## src/design/dscgf_pkg.sv

```systemverilog
`default_nettype none

package dscgf_pkg;

   localparam int COLOR_W     = 8;
   localparam int NORM_W      = 16;
   localparam int SLAB_W      = 16;
   localparam int RADIUS_W    = 9;
   localparam int DIST_W      = 18;
   localparam int CSR_INDEX_W = 3;
   localparam int CSR_DATA_W  = 16;

   typedef enum logic [CSR_INDEX_W-1:0] {
      CSR_SLAB_WIDTH     = 3'd0,
      CSR_COLOR_GATE_ON  = 3'd1,
      CSR_COLORS_PRESENT = 3'd2,
      CSR_TARGET_RED     = 3'd3,
      CSR_TARGET_GREEN   = 3'd4,
      CSR_TARGET_BLUE    = 3'd5,
      CSR_COLOR_RADIUS   = 3'd6
   } csr_index_type;

   localparam logic [SLAB_W-1:0]   SLAB_WIDTH_RESET     = 16'd500;
   localparam logic                COLOR_GATE_ON_RESET  = 1'b0;
   localparam logic                COLORS_PRESENT_RESET = 1'b1;
   localparam logic [COLOR_W-1:0]  TARGET_RESET         = 8'd0;
   localparam logic [RADIUS_W-1:0] COLOR_RADIUS_RESET   = 9'd51;
   localparam logic [DIST_W-1:0]   RADIUS_SQ_RESET      = 18'd2601;

endpackage

`default_nettype wire

```

## src/design/dscgf_chan_if.sv

```systemverilog
`default_nettype none

interface dscgf_req_if
   import dscgf_pkg::*;
#(
   parameter int COORD_BITS = 20
);
   logic                      valid;
   logic                      ready;
   logic                      req_type;
   logic signed [COORD_BITS-1:0] pos_x;
   logic signed [COORD_BITS-1:0] pos_y;
   logic signed [COORD_BITS-1:0] pos_z;
   logic [COLOR_W-1:0]        red;
   logic [COLOR_W-1:0]        green;
   logic [COLOR_W-1:0]        blue;
   logic signed [NORM_W-1:0]  norm_x;
   logic signed [NORM_W-1:0]  norm_y;
   logic signed [NORM_W-1:0]  norm_z;
   logic                      final_point;

   modport source (
      output valid, req_type, pos_x, pos_y, pos_z, red, green, blue,
             norm_x, norm_y, norm_z, final_point,
      input  ready
   );
   modport sink (
      input  valid, req_type, pos_x, pos_y, pos_z, red, green, blue,
             norm_x, norm_y, norm_z, final_point,
      output ready
   );
endinterface

interface dscgf_rsp_if
   import dscgf_pkg::*;
#(
   parameter int COORD_BITS = 20
);
   logic                      valid;
   logic                      ready;
   logic signed [COORD_BITS-1:0] out_x;
   logic signed [COORD_BITS-1:0] out_y;
   logic signed [COORD_BITS-1:0] out_z;
   logic [COLOR_W-1:0]        out_red;
   logic [COLOR_W-1:0]        out_green;
   logic [COLOR_W-1:0]        out_blue;
   logic signed [NORM_W-1:0]  out_norm_x;
   logic signed [NORM_W-1:0]  out_norm_y;
   logic signed [NORM_W-1:0]  out_norm_z;
   logic                      end_of_cloud;
   logic                      nothing_kept;

   modport source (
      output valid, out_x, out_y, out_z, out_red, out_green, out_blue,
             out_norm_x, out_norm_y, out_norm_z, end_of_cloud, nothing_kept,
      input  ready
   );
   modport sink (
      input  valid, out_x, out_y, out_z, out_red, out_green, out_blue,
             out_norm_x, out_norm_y, out_norm_z, end_of_cloud, nothing_kept,
      output ready
   );
endinterface

`default_nettype wire

```

## src/design/depth_slab_color_gate_filter_core.sv

```systemverilog
// Channel    Port       Direction  Contents
// request    req_chan   in         pass type, point, colour, normal, last-of-pass flag
// result     rsp_chan   out        kept point or end marker with empty flag
// config     csr_*      in         register write: enable, index, data
//
// One item per cycle is sustained while rsp_chan takes results. An item is taken
// into the input register at its accepting edge; any result it gives is loaded
// into the result register when the item moves on, and offered on rsp_chan.
// Reset clears both valid flags and resets the config and depth tracking state.
// A stalled result holds the result register, and the input register stalls
// behind it, so back-pressure reaches req_chan.ready in the same cycle.
`default_nettype none

module depth_slab_color_gate_filter_core
   import dscgf_pkg::*;
#(
   parameter int COORD_BITS = 20
) (
   input  wire logic                  clock,
   input  wire logic                  reset,
   dscgf_req_if.sink                  req_chan,
   dscgf_rsp_if.source                rsp_chan,
   input  wire logic                  csr_we,
   input  wire logic [CSR_INDEX_W-1:0] csr_index,
   input  wire logic [CSR_DATA_W-1:0] csr_wdata
);

   localparam int SUM_W = ((COORD_BITS > SLAB_W) ? COORD_BITS : SLAB_W) + 2;
   localparam logic signed [COORD_BITS-1:0] MAX_DEPTH = {1'b0, {(COORD_BITS-1){1'b1}}};

   // Configuration registers.
   logic [SLAB_W-1:0]   slab_width_ff;
   logic                color_gate_on_ff;
   logic                colors_present_ff;
   logic [COLOR_W-1:0]  target_red_ff;
   logic [COLOR_W-1:0]  target_green_ff;
   logic [COLOR_W-1:0]  target_blue_ff;
   logic [DIST_W-1:0]   radius_sq_ff;
   logic [DIST_W-1:0]   radius_sq_in;

   // Cloud state.
   logic signed [COORD_BITS-1:0] nearest_ff, nearest_in;
   logic                         any_kept_ff, any_kept_in;

   // Input register.
   logic                         s1_valid_ff, s1_valid_in;
   logic                         s1_type_ff;
   logic signed [COORD_BITS-1:0] s1_x_ff, s1_y_ff, s1_z_ff;
   logic [COLOR_W-1:0]           s1_red_ff, s1_green_ff, s1_blue_ff;
   logic signed [NORM_W-1:0]     s1_nx_ff, s1_ny_ff, s1_nz_ff;
   logic                         s1_final_ff;

   // Result register.
   logic                         rsp_valid_ff, rsp_valid_in;
   logic signed [COORD_BITS-1:0] rsp_x_ff, rsp_y_ff, rsp_z_ff;
   logic [COLOR_W-1:0]           rsp_red_ff, rsp_green_ff, rsp_blue_ff;
   logic signed [NORM_W-1:0]     rsp_nx_ff, rsp_ny_ff, rsp_nz_ff;
   logic                         rsp_end_ff, rsp_empty_ff;

   logic                         out_free;
   logic                         advance;
   logic                         load_s1;
   logic                         in_slab;
   logic                         gate_pass;
   logic                         keep;
   logic                         emit;
   logic signed [SUM_W-1:0]      z_wide;
   logic signed [SUM_W-1:0]      near_wide;
   logic signed [SUM_W-1:0]      upper_wide;
   logic signed [COLOR_W:0]      d_red, d_green, d_blue;
   logic signed [DIST_W-1:0]     sq_red, sq_green, sq_blue;
   logic [DIST_W-1:0]            dist_sq;

   assign radius_sq_in = DIST_W'(csr_wdata[RADIUS_W-1:0]) * DIST_W'(csr_wdata[RADIUS_W-1:0]);

   always_ff @(posedge clock) begin
      if (reset) begin
         slab_width_ff     <= SLAB_WIDTH_RESET;
         color_gate_on_ff  <= COLOR_GATE_ON_RESET;
         colors_present_ff <= COLORS_PRESENT_RESET;
         target_red_ff     <= TARGET_RESET;
         target_green_ff   <= TARGET_RESET;
         target_blue_ff    <= TARGET_RESET;
         radius_sq_ff      <= RADIUS_SQ_RESET;
      end else if (csr_we) begin
         case (csr_index_type'(csr_index))
            CSR_SLAB_WIDTH:     slab_width_ff     <= csr_wdata[SLAB_W-1:0];
            CSR_COLOR_GATE_ON:  color_gate_on_ff  <= csr_wdata[0];
            CSR_COLORS_PRESENT: colors_present_ff <= csr_wdata[0];
            CSR_TARGET_RED:     target_red_ff     <= csr_wdata[COLOR_W-1:0];
            CSR_TARGET_GREEN:   target_green_ff   <= csr_wdata[COLOR_W-1:0];
            CSR_TARGET_BLUE:    target_blue_ff    <= csr_wdata[COLOR_W-1:0];
            CSR_COLOR_RADIUS:   radius_sq_ff      <= radius_sq_in;
            default: ;
         endcase
      end
   end

   // Handshake: the input register moves on whenever the result register can
   // take a new value, whether or not this item gives a result.
   assign out_free       = !rsp_valid_ff || rsp_chan.ready;
   assign advance        = s1_valid_ff && out_free;
   assign req_chan.ready = !s1_valid_ff || out_free;
   assign load_s1        = req_chan.valid && req_chan.ready;

   // Slab test in a width that holds nearest plus the slab without overflow.
   assign z_wide     = SUM_W'(s1_z_ff);
   assign near_wide  = SUM_W'(nearest_ff);
   assign upper_wide = near_wide + signed'(SUM_W'(slab_width_ff));
   assign in_slab    = (z_wide >= near_wide) && (z_wide <= upper_wide);

   assign d_red    = signed'({1'b0, s1_red_ff})   - signed'({1'b0, target_red_ff});
   assign d_green  = signed'({1'b0, s1_green_ff}) - signed'({1'b0, target_green_ff});
   assign d_blue   = signed'({1'b0, s1_blue_ff})  - signed'({1'b0, target_blue_ff});
   assign sq_red   = DIST_W'(d_red) * DIST_W'(d_red);
   assign sq_green = DIST_W'(d_green) * DIST_W'(d_green);
   assign sq_blue  = DIST_W'(d_blue) * DIST_W'(d_blue);
   assign dist_sq  = unsigned'(sq_red) + unsigned'(sq_green) + unsigned'(sq_blue);
   assign gate_pass = !(color_gate_on_ff && colors_present_ff) || (dist_sq <= radius_sq_ff);

   assign keep = s1_type_ff && in_slab && gate_pass;
   assign emit = s1_type_ff && (keep || s1_final_ff);

   always_comb begin
      s1_valid_in  = load_s1 ? 1'b1 : (advance ? 1'b0 : s1_valid_ff);
      rsp_valid_in = out_free ? (advance && emit) : rsp_valid_ff;
      nearest_in   = nearest_ff;
      any_kept_in  = any_kept_ff;
      if (advance) begin
         if (!s1_type_ff) begin
            if (s1_z_ff < nearest_ff) begin
               nearest_in = s1_z_ff;
            end
         end else if (s1_final_ff) begin
            nearest_in  = MAX_DEPTH;
            any_kept_in = 1'b0;
         end else if (keep) begin
            any_kept_in = 1'b1;
         end
      end
   end

   always_ff @(posedge clock) begin
      if (reset) begin
         s1_valid_ff  <= 1'b0;
         rsp_valid_ff <= 1'b0;
         nearest_ff   <= MAX_DEPTH;
         any_kept_ff  <= 1'b0;
      end else begin
         s1_valid_ff  <= s1_valid_in;
         rsp_valid_ff <= rsp_valid_in;
         nearest_ff   <= nearest_in;
         any_kept_ff  <= any_kept_in;
      end
   end

   always_ff @(posedge clock) begin
      if (load_s1) begin
         s1_type_ff  <= req_chan.req_type;
         s1_x_ff     <= req_chan.pos_x;
         s1_y_ff     <= req_chan.pos_y;
         s1_z_ff     <= req_chan.pos_z;
         s1_red_ff   <= req_chan.red;
         s1_green_ff <= req_chan.green;
         s1_blue_ff  <= req_chan.blue;
         s1_nx_ff    <= req_chan.norm_x;
         s1_ny_ff    <= req_chan.norm_y;
         s1_nz_ff    <= req_chan.norm_z;
         s1_final_ff <= req_chan.final_point;
      end
   end

   // A rejected final item leaves an end marker with all point fields zero.
   always_ff @(posedge clock) begin
      if (advance && emit) begin
         rsp_x_ff     <= keep ? s1_x_ff : '0;
         rsp_y_ff     <= keep ? s1_y_ff : '0;
         rsp_z_ff     <= keep ? s1_z_ff : '0;
         rsp_red_ff   <= (keep && colors_present_ff) ? s1_red_ff : '0;
         rsp_green_ff <= (keep && colors_present_ff) ? s1_green_ff : '0;
         rsp_blue_ff  <= (keep && colors_present_ff) ? s1_blue_ff : '0;
         rsp_nx_ff    <= keep ? s1_nx_ff : '0;
         rsp_ny_ff    <= keep ? s1_ny_ff : '0;
         rsp_nz_ff    <= keep ? s1_nz_ff : '0;
         rsp_end_ff   <= s1_final_ff;
         rsp_empty_ff <= s1_final_ff && !keep && !any_kept_ff;
      end
   end

   assign rsp_chan.valid        = rsp_valid_ff;
   assign rsp_chan.out_x        = rsp_x_ff;
   assign rsp_chan.out_y        = rsp_y_ff;
   assign rsp_chan.out_z        = rsp_z_ff;
   assign rsp_chan.out_red      = rsp_red_ff;
   assign rsp_chan.out_green    = rsp_green_ff;
   assign rsp_chan.out_blue     = rsp_blue_ff;
   assign rsp_chan.out_norm_x   = rsp_nx_ff;
   assign rsp_chan.out_norm_y   = rsp_ny_ff;
   assign rsp_chan.out_norm_z   = rsp_nz_ff;
   assign rsp_chan.end_of_cloud = rsp_end_ff;
   assign rsp_chan.nothing_kept = rsp_empty_ff;

endmodule

`default_nettype wire

```

## src/flat_wrapper.sv

```systemverilog
// flat-port wrapper written by rule: the top's interface ports become plain ports
module depth_slab_color_gate_filter_core_flat import dscgf_pkg::*;
#(
   parameter int COORD_BITS = 20
)
  (clock, reset, csr_we, csr_index, csr_wdata, req_chan_valid, req_chan_req_type, req_chan_pos_x, req_chan_pos_y, req_chan_pos_z, req_chan_red, req_chan_green, req_chan_blue, req_chan_norm_x, req_chan_norm_y, req_chan_norm_z, req_chan_final_point, req_chan_ready, rsp_chan_valid, rsp_chan_out_x, rsp_chan_out_y, rsp_chan_out_z, rsp_chan_out_red, rsp_chan_out_green, rsp_chan_out_blue, rsp_chan_out_norm_x, rsp_chan_out_norm_y, rsp_chan_out_norm_z, rsp_chan_end_of_cloud, rsp_chan_nothing_kept, rsp_chan_ready);
  dscgf_req_if #(.COORD_BITS(COORD_BITS)) req_chan_i ();
  dscgf_rsp_if #(.COORD_BITS(COORD_BITS)) rsp_chan_i ();
  input  wire logic clock;
  input  wire logic reset;
  input  wire logic csr_we;
  input  wire logic [CSR_INDEX_W-1:0] csr_index;
  input  wire logic [CSR_DATA_W-1:0] csr_wdata;
  input wire logic [$bits(req_chan_i.valid)-1:0] req_chan_valid;
  input wire logic [$bits(req_chan_i.req_type)-1:0] req_chan_req_type;
  input wire logic [$bits(req_chan_i.pos_x)-1:0] req_chan_pos_x;
  input wire logic [$bits(req_chan_i.pos_y)-1:0] req_chan_pos_y;
  input wire logic [$bits(req_chan_i.pos_z)-1:0] req_chan_pos_z;
  input wire logic [$bits(req_chan_i.red)-1:0] req_chan_red;
  input wire logic [$bits(req_chan_i.green)-1:0] req_chan_green;
  input wire logic [$bits(req_chan_i.blue)-1:0] req_chan_blue;
  input wire logic [$bits(req_chan_i.norm_x)-1:0] req_chan_norm_x;
  input wire logic [$bits(req_chan_i.norm_y)-1:0] req_chan_norm_y;
  input wire logic [$bits(req_chan_i.norm_z)-1:0] req_chan_norm_z;
  input wire logic [$bits(req_chan_i.final_point)-1:0] req_chan_final_point;
  output wire logic [$bits(req_chan_i.ready)-1:0] req_chan_ready;
  output wire logic [$bits(rsp_chan_i.valid)-1:0] rsp_chan_valid;
  output wire logic [$bits(rsp_chan_i.out_x)-1:0] rsp_chan_out_x;
  output wire logic [$bits(rsp_chan_i.out_y)-1:0] rsp_chan_out_y;
  output wire logic [$bits(rsp_chan_i.out_z)-1:0] rsp_chan_out_z;
  output wire logic [$bits(rsp_chan_i.out_red)-1:0] rsp_chan_out_red;
  output wire logic [$bits(rsp_chan_i.out_green)-1:0] rsp_chan_out_green;
  output wire logic [$bits(rsp_chan_i.out_blue)-1:0] rsp_chan_out_blue;
  output wire logic [$bits(rsp_chan_i.out_norm_x)-1:0] rsp_chan_out_norm_x;
  output wire logic [$bits(rsp_chan_i.out_norm_y)-1:0] rsp_chan_out_norm_y;
  output wire logic [$bits(rsp_chan_i.out_norm_z)-1:0] rsp_chan_out_norm_z;
  output wire logic [$bits(rsp_chan_i.end_of_cloud)-1:0] rsp_chan_end_of_cloud;
  output wire logic [$bits(rsp_chan_i.nothing_kept)-1:0] rsp_chan_nothing_kept;
  input wire logic [$bits(rsp_chan_i.ready)-1:0] rsp_chan_ready;
  assign req_chan_i.valid = req_chan_valid;
  assign req_chan_i.req_type = req_chan_req_type;
  assign req_chan_i.pos_x = req_chan_pos_x;
  assign req_chan_i.pos_y = req_chan_pos_y;
  assign req_chan_i.pos_z = req_chan_pos_z;
  assign req_chan_i.red = req_chan_red;
  assign req_chan_i.green = req_chan_green;
  assign req_chan_i.blue = req_chan_blue;
  assign req_chan_i.norm_x = req_chan_norm_x;
  assign req_chan_i.norm_y = req_chan_norm_y;
  assign req_chan_i.norm_z = req_chan_norm_z;
  assign req_chan_i.final_point = req_chan_final_point;
  assign req_chan_ready = req_chan_i.ready;
  assign rsp_chan_valid = rsp_chan_i.valid;
  assign rsp_chan_out_x = rsp_chan_i.out_x;
  assign rsp_chan_out_y = rsp_chan_i.out_y;
  assign rsp_chan_out_z = rsp_chan_i.out_z;
  assign rsp_chan_out_red = rsp_chan_i.out_red;
  assign rsp_chan_out_green = rsp_chan_i.out_green;
  assign rsp_chan_out_blue = rsp_chan_i.out_blue;
  assign rsp_chan_out_norm_x = rsp_chan_i.out_norm_x;
  assign rsp_chan_out_norm_y = rsp_chan_i.out_norm_y;
  assign rsp_chan_out_norm_z = rsp_chan_i.out_norm_z;
  assign rsp_chan_end_of_cloud = rsp_chan_i.end_of_cloud;
  assign rsp_chan_nothing_kept = rsp_chan_i.nothing_kept;
  assign rsp_chan_i.ready = rsp_chan_ready;
  depth_slab_color_gate_filter_core #(.COORD_BITS(COORD_BITS)) u_core (.clock(clock), .reset(reset), .req_chan(req_chan_i), .rsp_chan(rsp_chan_i), .csr_we(csr_we), .csr_index(csr_index), .csr_wdata(csr_wdata));
endmodule
```

## config.mk

```make
export PLATFORM = sky130hd
export DESIGN_NAME = depth_slab_color_gate_filter_core_flat
export DESIGN_NICKNAME = d
export VERILOG_FILES = /design/src/design/dscgf_pkg.sv /design/src/design/dscgf_chan_if.sv /design/src/design/depth_slab_color_gate_filter_core.sv /design/src/flat_wrapper.sv
export SDC_FILE = /design/constraint.sdc
export NUM_CORES = 1
export LEC_CHECK = 0
export BUFFER_PORTS_ARGS = -buffer_cell sky130_fd_sc_hd__buf_4
export CAP_MARGIN = 20
export CORE_MARGIN = 2
export CORE_UTILIZATION = 40
export DETAILED_ROUTE_END_ITERATION = 8
export SYNTH_ARGS = -nofsm -noshare
export SYNTH_HDL_FRONTEND = slang
export SYNTH_SLANG_ARGS = --single-unit
```

## constraint.sdc

```tcl
create_clock -name clock -period 23 [get_ports clock]
set_input_delay 4.6 -clock clock [delete_from_list [all_inputs] [get_ports clock]]
set_output_delay 4.6 -clock clock [all_outputs]
set_load 0.05 [all_outputs]
```

==> results.json, run 1 <==
{
  "dp_slack_ns": 10.09,
  "wire_per_inst_um": 18.5,
  "post_dp_cell_area_um2": 28600,
  "final_cell_mix": "inv_1, buf_4, fa_1",
  "syn_to_final_growth_pct": 17.0,
  "yosysWarningCount": 0,
  "syn_area_per_cell_um2": 11.0,
  "drt_iter0_drc": 1015,
  "crit_arrival_ns": 13.15,
  "min_period_ns": 12.99,
  "cp_slowest_stage_delay_ns": 0.89,
  "clock-root-buffer": "clkbuf_16",
  "synth-seq-cells": 350,
  "clk_pin_slew_worst_paths_ns": 0.06,
  "grt_pass1_wl_um": 103000,
  "clockBufferDepth": 3,
  "cts_inserted_buffers": 36,
  "die-area_um2": 65800,
  "pin_count": 294,
  "worst_pin_slew_ns": 1.11,
  "critPathKind": "flip-flop to flip-flop",
  "fill_cells": 5883,
  "synth_area_um2": 25500,
  "rows": 92,
  "initial_core_util": 0.404,
  "vias": 17400,
  "gp_congestion": 0.892,
  "relSlewSlack": 0.261,
  "setup_violations": 0,
  "final_layout_size_suffix_gt1_frac": 0.145,
  "clock.fmax_ghz": 0.0770,
  "rsz0062_at_grt": "false",
  "final_common_cell": "inv_1",
  "hp-class": "flip-flop to flip-flop",
  "htree_levels": 2,
  "clkLatencyLatePin_ns": 0.55,
  "yosysUniqueCellTypes": 59,
  "slowest_stage": "nor2b_1",
  "cts_hold_buffers": 0,
  "maxSlewViolCount": 0,
  "fin_util": 0.473,
  "drcViolationCount": 0,
  "grt_pass1_vias": 18200,
  "drt-total-wl_um": 64400,
  "hold_viol": 0,
  "grt_max_degree": 103,
  "yosysSeqAreaShare": 0.380,
  "cts_tree": "yes",
  "fp.dieW_um": 257,
  "startpoint_type": "flip-flop",
  "placeableCoreArea_um2": 63100,
  "nets": 3262,
  "die_height_um": 257,
  "cp_max_fo": 59,
  "overflow": 0,
  "hpwl_um": 51800,
  "timing.max_cap.violations": 0,
  "cts_sinks": 350,
  "clock_skew_ns": 0.0295,
  "syn-num-nets": 2975,
  "cp.required_ns": 23.16,
  "antenna_found_initial": 6,
  "synthCells": 2326,
  "viasPerCell": 4.99,
  "dr.pass1.iters": 7,
  "ant_nets": 0,
  "async_flop_share": 0,
  "synth-edff-count": 268,
  "cts_resized": 0,
  "final.setup.tns_ns": 0,
  "status": "complete, no violations",
  "critPathMostFrequentCell": "fa_1",
  "grt.total_usage": 0.199,
  "fin_crit_sh": 0.565,
  "fin_area_um2": 29800,
  "final.setup.worst_slack_ns": 10.01,
  "synthFlopType": "edfxtp_1",
  "port_buffers": 293,
  "cp-end-kind": "flip-flop",
  "post_cts_buffers": 0
}
metal layers:
layer,part of all wire,up-vias,track usage,wire (µm)
met5,0,-,0,0
met4,0.024,0,0.0497,1520
met1,0.45,8719,0.276,29100
met3,0.051,94,0.0281,3260
met2,0.47,418,0.328,30500
li1,-,8177,-,-
Yosys cell counts, drive strengths merged, types with 16 or more instances:
cell / number / area share
xnor2: 64 / 0.022
nand3: 21 / 0.0041
nor2b: 29 / 0.0071
fa: 269 / 0.21
clkbuf: 50 / 0.0074
and2: 148 / 0.036
nand2: 186 / 0.027
nor2: 120 / 0.018
a21o: 22 / 0.0065
nor3: 58 / 0.011
o21ai: 42 / 0.0082
nand2b: 18 / 0.0044
dfxtp: 82 / 0.064
xor2: 27 / 0.0093
inv: 396 / 0.058
and3: 31 / 0.0076
o21a: 16 / 0.0047
edfxtp: 268 / 0.32
ha: 222 / 0.11
o21bai: 26 / 0.0077
a21oi: 97 / 0.019
sequential cells by signal (all words and copies together) (netlist names), 17 cells and up:
name / cells
u_core.rsp_chan.out_y: 20
u_core.s1_x_ff: 20
u_core.radius_sq_ff: 17
u_core.rsp_chan.out_x: 20
u_core.s1_y_ff: 20
u_core.s1_z_ff: 20
u_core.nearest_ff: 20
u_core.rsp_chan.out_z: 20
path summary, 6_finish.rpt:
| path | startpoint | end | slack [ns] | depth (start not counted) |
|---|---|---|---|---|
| setup / recovery | u_core.s1_blue_ff[0] | u_core.rsp_chan.out_y[1] | 10.01 | 43 |
| hold / removal | u_core.target_green_ff[2] | u_core.target_green_ff[2] | 0.45 | 2 |
| setup reg to reg | u_core.s1_blue_ff[0] | u_core.rsp_chan.out_y[1] | 10.01 | 43 |
| hold reg to reg | u_core.target_green_ff[2] | u_core.target_green_ff[2] | 0.45 | 2 |
cells by family (layout without fill, tap and decap cells):
logic type	count (synthesis)	after routing	share of synthesized area
compound gates	265	265	0.0663
simple gates	660	660	0.129
other cells	0	5	0
mux	8	8	0.00334
flops	350	350	0.380
fa+ha+maj	491	491	0.320
xor+xnor	91	91	0.0313
buf+inv	461	773	0.0705
cell type report:
type / instances / area, µm² / area share
Sequential cell: 350 / 9690 / 0.325
Antenna cell: 5 / 12.5 / 0.000419
Clock inverter: 18 / 244 / 0.00818
Multi-Input combinational cell: 1515 / 14000 / 0.470
Clock buffer: 45 / 935 / 0.0313
Timing Repair Buffer: 310 / 2360 / 0.0791
Tap cell: 846 / 1060 / 0.0355
Inverter: 400 / 1500 / 0.0503
stage by stage:
| stage | cells | hold slack [ns] |
|---|---|---|
| after detailed placement | 3420 | 0.448 |
| after global routing | 3488 | 0.473 |
| after CTS | 3483 | 0.457 |
| final | 3489 | 0.455 |
| after floorplan | 2326 | 0.421 |
| after global placement | 3418 | 0.443 |
worst max-delay path: cells and delay by family, from the launching register on:
family                   cells  cell delay, ns
AND/OR/NAND/NOR              9            2.01
buffers and inverters        8            1.71
flip-flops                   1            0.38
AO/OA/AOI/OAI               13            3.06
adder cells (fa/ha/maj)     12            5.20
XOR/XNOR                     1            0.12
Power of run 1 is not shown: default switching activity piles up to over one toggle a cycle in this logic, so the estimate is an artifact.
==> inputs of run 2 (changes only) <==
Settings changed: ABC_AREA set to 1.
Clock period 23 ns to 11.3 ns, I/O delays scaled along.
==> run 2 against run 1 <==
Net effect: critical path depth grew 5; routed wire length grew 2.2%; non-clock buffer count grew 3; clock skew shrank 0.0030 ns; die area grew 0.43%; largest cell class unchanged.
==> results.json, run 2 <==
{
  "die_height_um": 257,
  "synth-seq-cells": 350,
  "r2r_start": "u_core.s1_blue_ff[0]",
  "critPathMostFrequentCell": "nand2_1",
  "cts_hold_buffers": 0,
  "die-area_um2": 66100,
  "clock_skew_ns": 0.0265,
  "rows": 92,
  "placeableCoreArea_um2": 63200,
  "synthCells": 2597,
  "drcViolationCount": 0,
  "final_layout_size_suffix_gt1_frac": 0.132,
  "grt_max_degree": 82,
  "gp_congestion": 0.892,
  "status": "complete, no violations",
  "dr.pass1.iters": 7,
  "rsz0062_at_grt": "false",
  "fin_crit_sh": 0.942,
  "cts_inserted_buffers": 37,
  "grt_pass1_vias": 18300,
  "clock-root-buffer": "clkbuf_16",
  "wire_per_inst_um": 17.4,
  "htree_levels": 2,
  "post_cts_buffers": 0,
  "yosysUniqueCellTypes": 44,
  "ant_nets": 0,
  "maxSlewViolCount": 0,
  "syn-num-nets": 3246,
  "r2r-end": "u_core.rsp_chan.out_green[4]",
  "clock.fmax_ghz": 0.0939,
  "cp-end-kind": "flip-flop",
  "drt-total-wl_um": 65800,
  "syn_to_final_growth_pct": 17.3,
  "clk_pin_slew_worst_paths_ns": 0.06,
  "overflow": 0,
  "min_period_ns": 10.65,
  "startpoint_type": "flip-flop",
  "port_buffers": 293,
  "synthTopCellsByCount": "inv_1, nor2_1, nand2_1",
  "antenna_found_initial": 11,
  "cp_max_fo": 48,
  "final_cell_mix": "inv_1, buf_4, nor2_1",
  "cp.required_ns": 11.50,
  "reg2reg_slack_ns": 0.65,
  "hp-start": "u_core.target_red_ff[3]",
  "grt.total_usage": 0.201,
  "cts_tree": "yes",
  "final_common_cell": "inv_1",
  "cts_sinks": 350,
  "viasPerCell": 4.77,
  "setup_violations": 0,
  "path_delay_family": "adder cells",
  "synth-edff-count": 268,
  "path_buf_inv": 8,
  "synthTopCellsByArea": "edfxtp_1, fa_1, ha_1",
  "yosysMostFrequentCell": "inv_1",
  "synth_top_cell_area_share": 0.314,
  "relSlewSlack": 0.297,
  "hp-class": "flip-flop to flip-flop",
  "hpwl_um": 53600,
  "final.setup.tns_ns": 0,
  "syn_area_per_cell_um2": 9.86,
  "synthFlopType": "edfxtp_1",
  "critPathKind": "flip-flop to flip-flop",
  "worst_pin_slew_ns": 1.05,
  "fp.dieW_um": 257,
  "crit_arrival_ns": 10.85,
  "clkLatencyLatePin_ns": 0.54,
  "yosysSeqAreaShare": 0.378,
  "async_flop_share": 0,
  "slowest_stage": "fa_1",
  "initial_core_util": 0.405,
  "holdPathEnd": "u_core.target_red_ff[3]",
  "vias": 18000,
  "nets": 3547,
  "synth_area_um2": 25600,
  "grt_pass1_wl_um": 103000,
  "cts_resized": 0,
  "yosys.area.top_type": "edfxtp_1",
  "clockBufferDepth": 3,
  "yosysWarningCount": 0,
  "hold_viol": 0,
  "drt_iter0_drc": 1156,
  "cp_slowest_stage_delay_ns": 0.56,
  "hold_path_depth": 2,
  "pin_count": 294,
  "timing.max_cap.violations": 0,
  "worst-r2r-cell-count": 48
}
-- run 2: per-stage QoR --
| step | setup slack, ns | utilization | std cells | area, µm² | hold slack, ns |
|---|---|---|---|---|---|
| 2_1_floorplan | 0.763 | - | 2597 | 25600 | 0.432 |
| 3_3_place_gp | 0.826 | 0.456 | 3702 | 28800 | 0.447 |
| 3_5_place_dp | 0.690 | 0.456 | 3702 | 28800 | 0.453 |
| 4_1_cts | 0.648 | 0.474 | 3770 | 30000 | 0.462 |
| 5_1_grt | 0.0283 | 0.476 | 3778 | 30100 | 0.482 |
| 6_report | 0.654 | 0.476 | 3779 | 30100 | 0.455 |
-- run 2: area by class of cell --
class | count | area, µm²
clock buffer | 55 | 1050
timing repair buffer | 313 | 2430
inverter | 662 | 2490
clock inverter | 13 | 93.8
antenna | 6 | 15.0
fill | 5903 | 33100
tap | 846 | 1060
sequential | 350 | 9690
multi-input combinational | 1534 | 13200
-- run 2: logic make-up after synthesis --
family / count (synthesis) / synth area share
buffers and inverters: 713 / 0.106
and+or+nand+nor: 672 / 0.105
adders and majority gates: 491 / 0.319
DFF: 350 / 0.378
AOI/OAI and AO/OA: 286 / 0.0626
xor gates and xnor gates: 84 / 0.0287
muxes: 1 / 0.000391
-- run 2: per-layer routing --
layer / routed length (µm) / GRT usage / part of all wire
met1: 29500 / 0.277 / 0.45
met2: 31200 / 0.329 / 0.47
met3: 4010 / 0.0367 / 0.061
met4: 1120 / 0.0449 / 0.017
met5: 49 / 0 / 0.00074
-- run 2: worst reg2reg max path, delay by kind of cell (launching register included) --
kind | cells | cell delay, ns
AND/OR/NAND/NOR | 22 | 2.66
flip-flops | 1 | 0.37
AO/OA/AOI/OAI | 5 | 0.99
XOR/XNOR | 1 | 0.21
adder cells (fa/ha/maj) | 12 | 5.27
buffers and inverters | 8 | 0.80
-- run 2: how the worst max path moves through the flow --
stage / start / to / slack, ns / cells after the start
after floorplan: u_core.s1_blue_ff[0] / u_core.rsp_chan.end_of_cloud / 0.76 / 46
after global placement: u_core.s1_blue_ff[0] / u_core.rsp_chan.out_x[5] / 0.83 / 46
after detailed placement: u_core.s1_blue_ff[0] / u_core.rsp_chan.out_norm_y[1] / 0.69 / 48
after CTS: u_core.s1_blue_ff[0] / u_core.rsp_chan.out_norm_y[1] / 0.65 / 48
after global routing: u_core.s1_blue_ff[0] / u_core.rsp_chan.out_norm_y[11] / 0.03 / 46
final: u_core.s1_blue_ff[0] / u_core.rsp_chan.out_green[4] / 0.65 / 48
Power of run 2 is left out for the same reason.
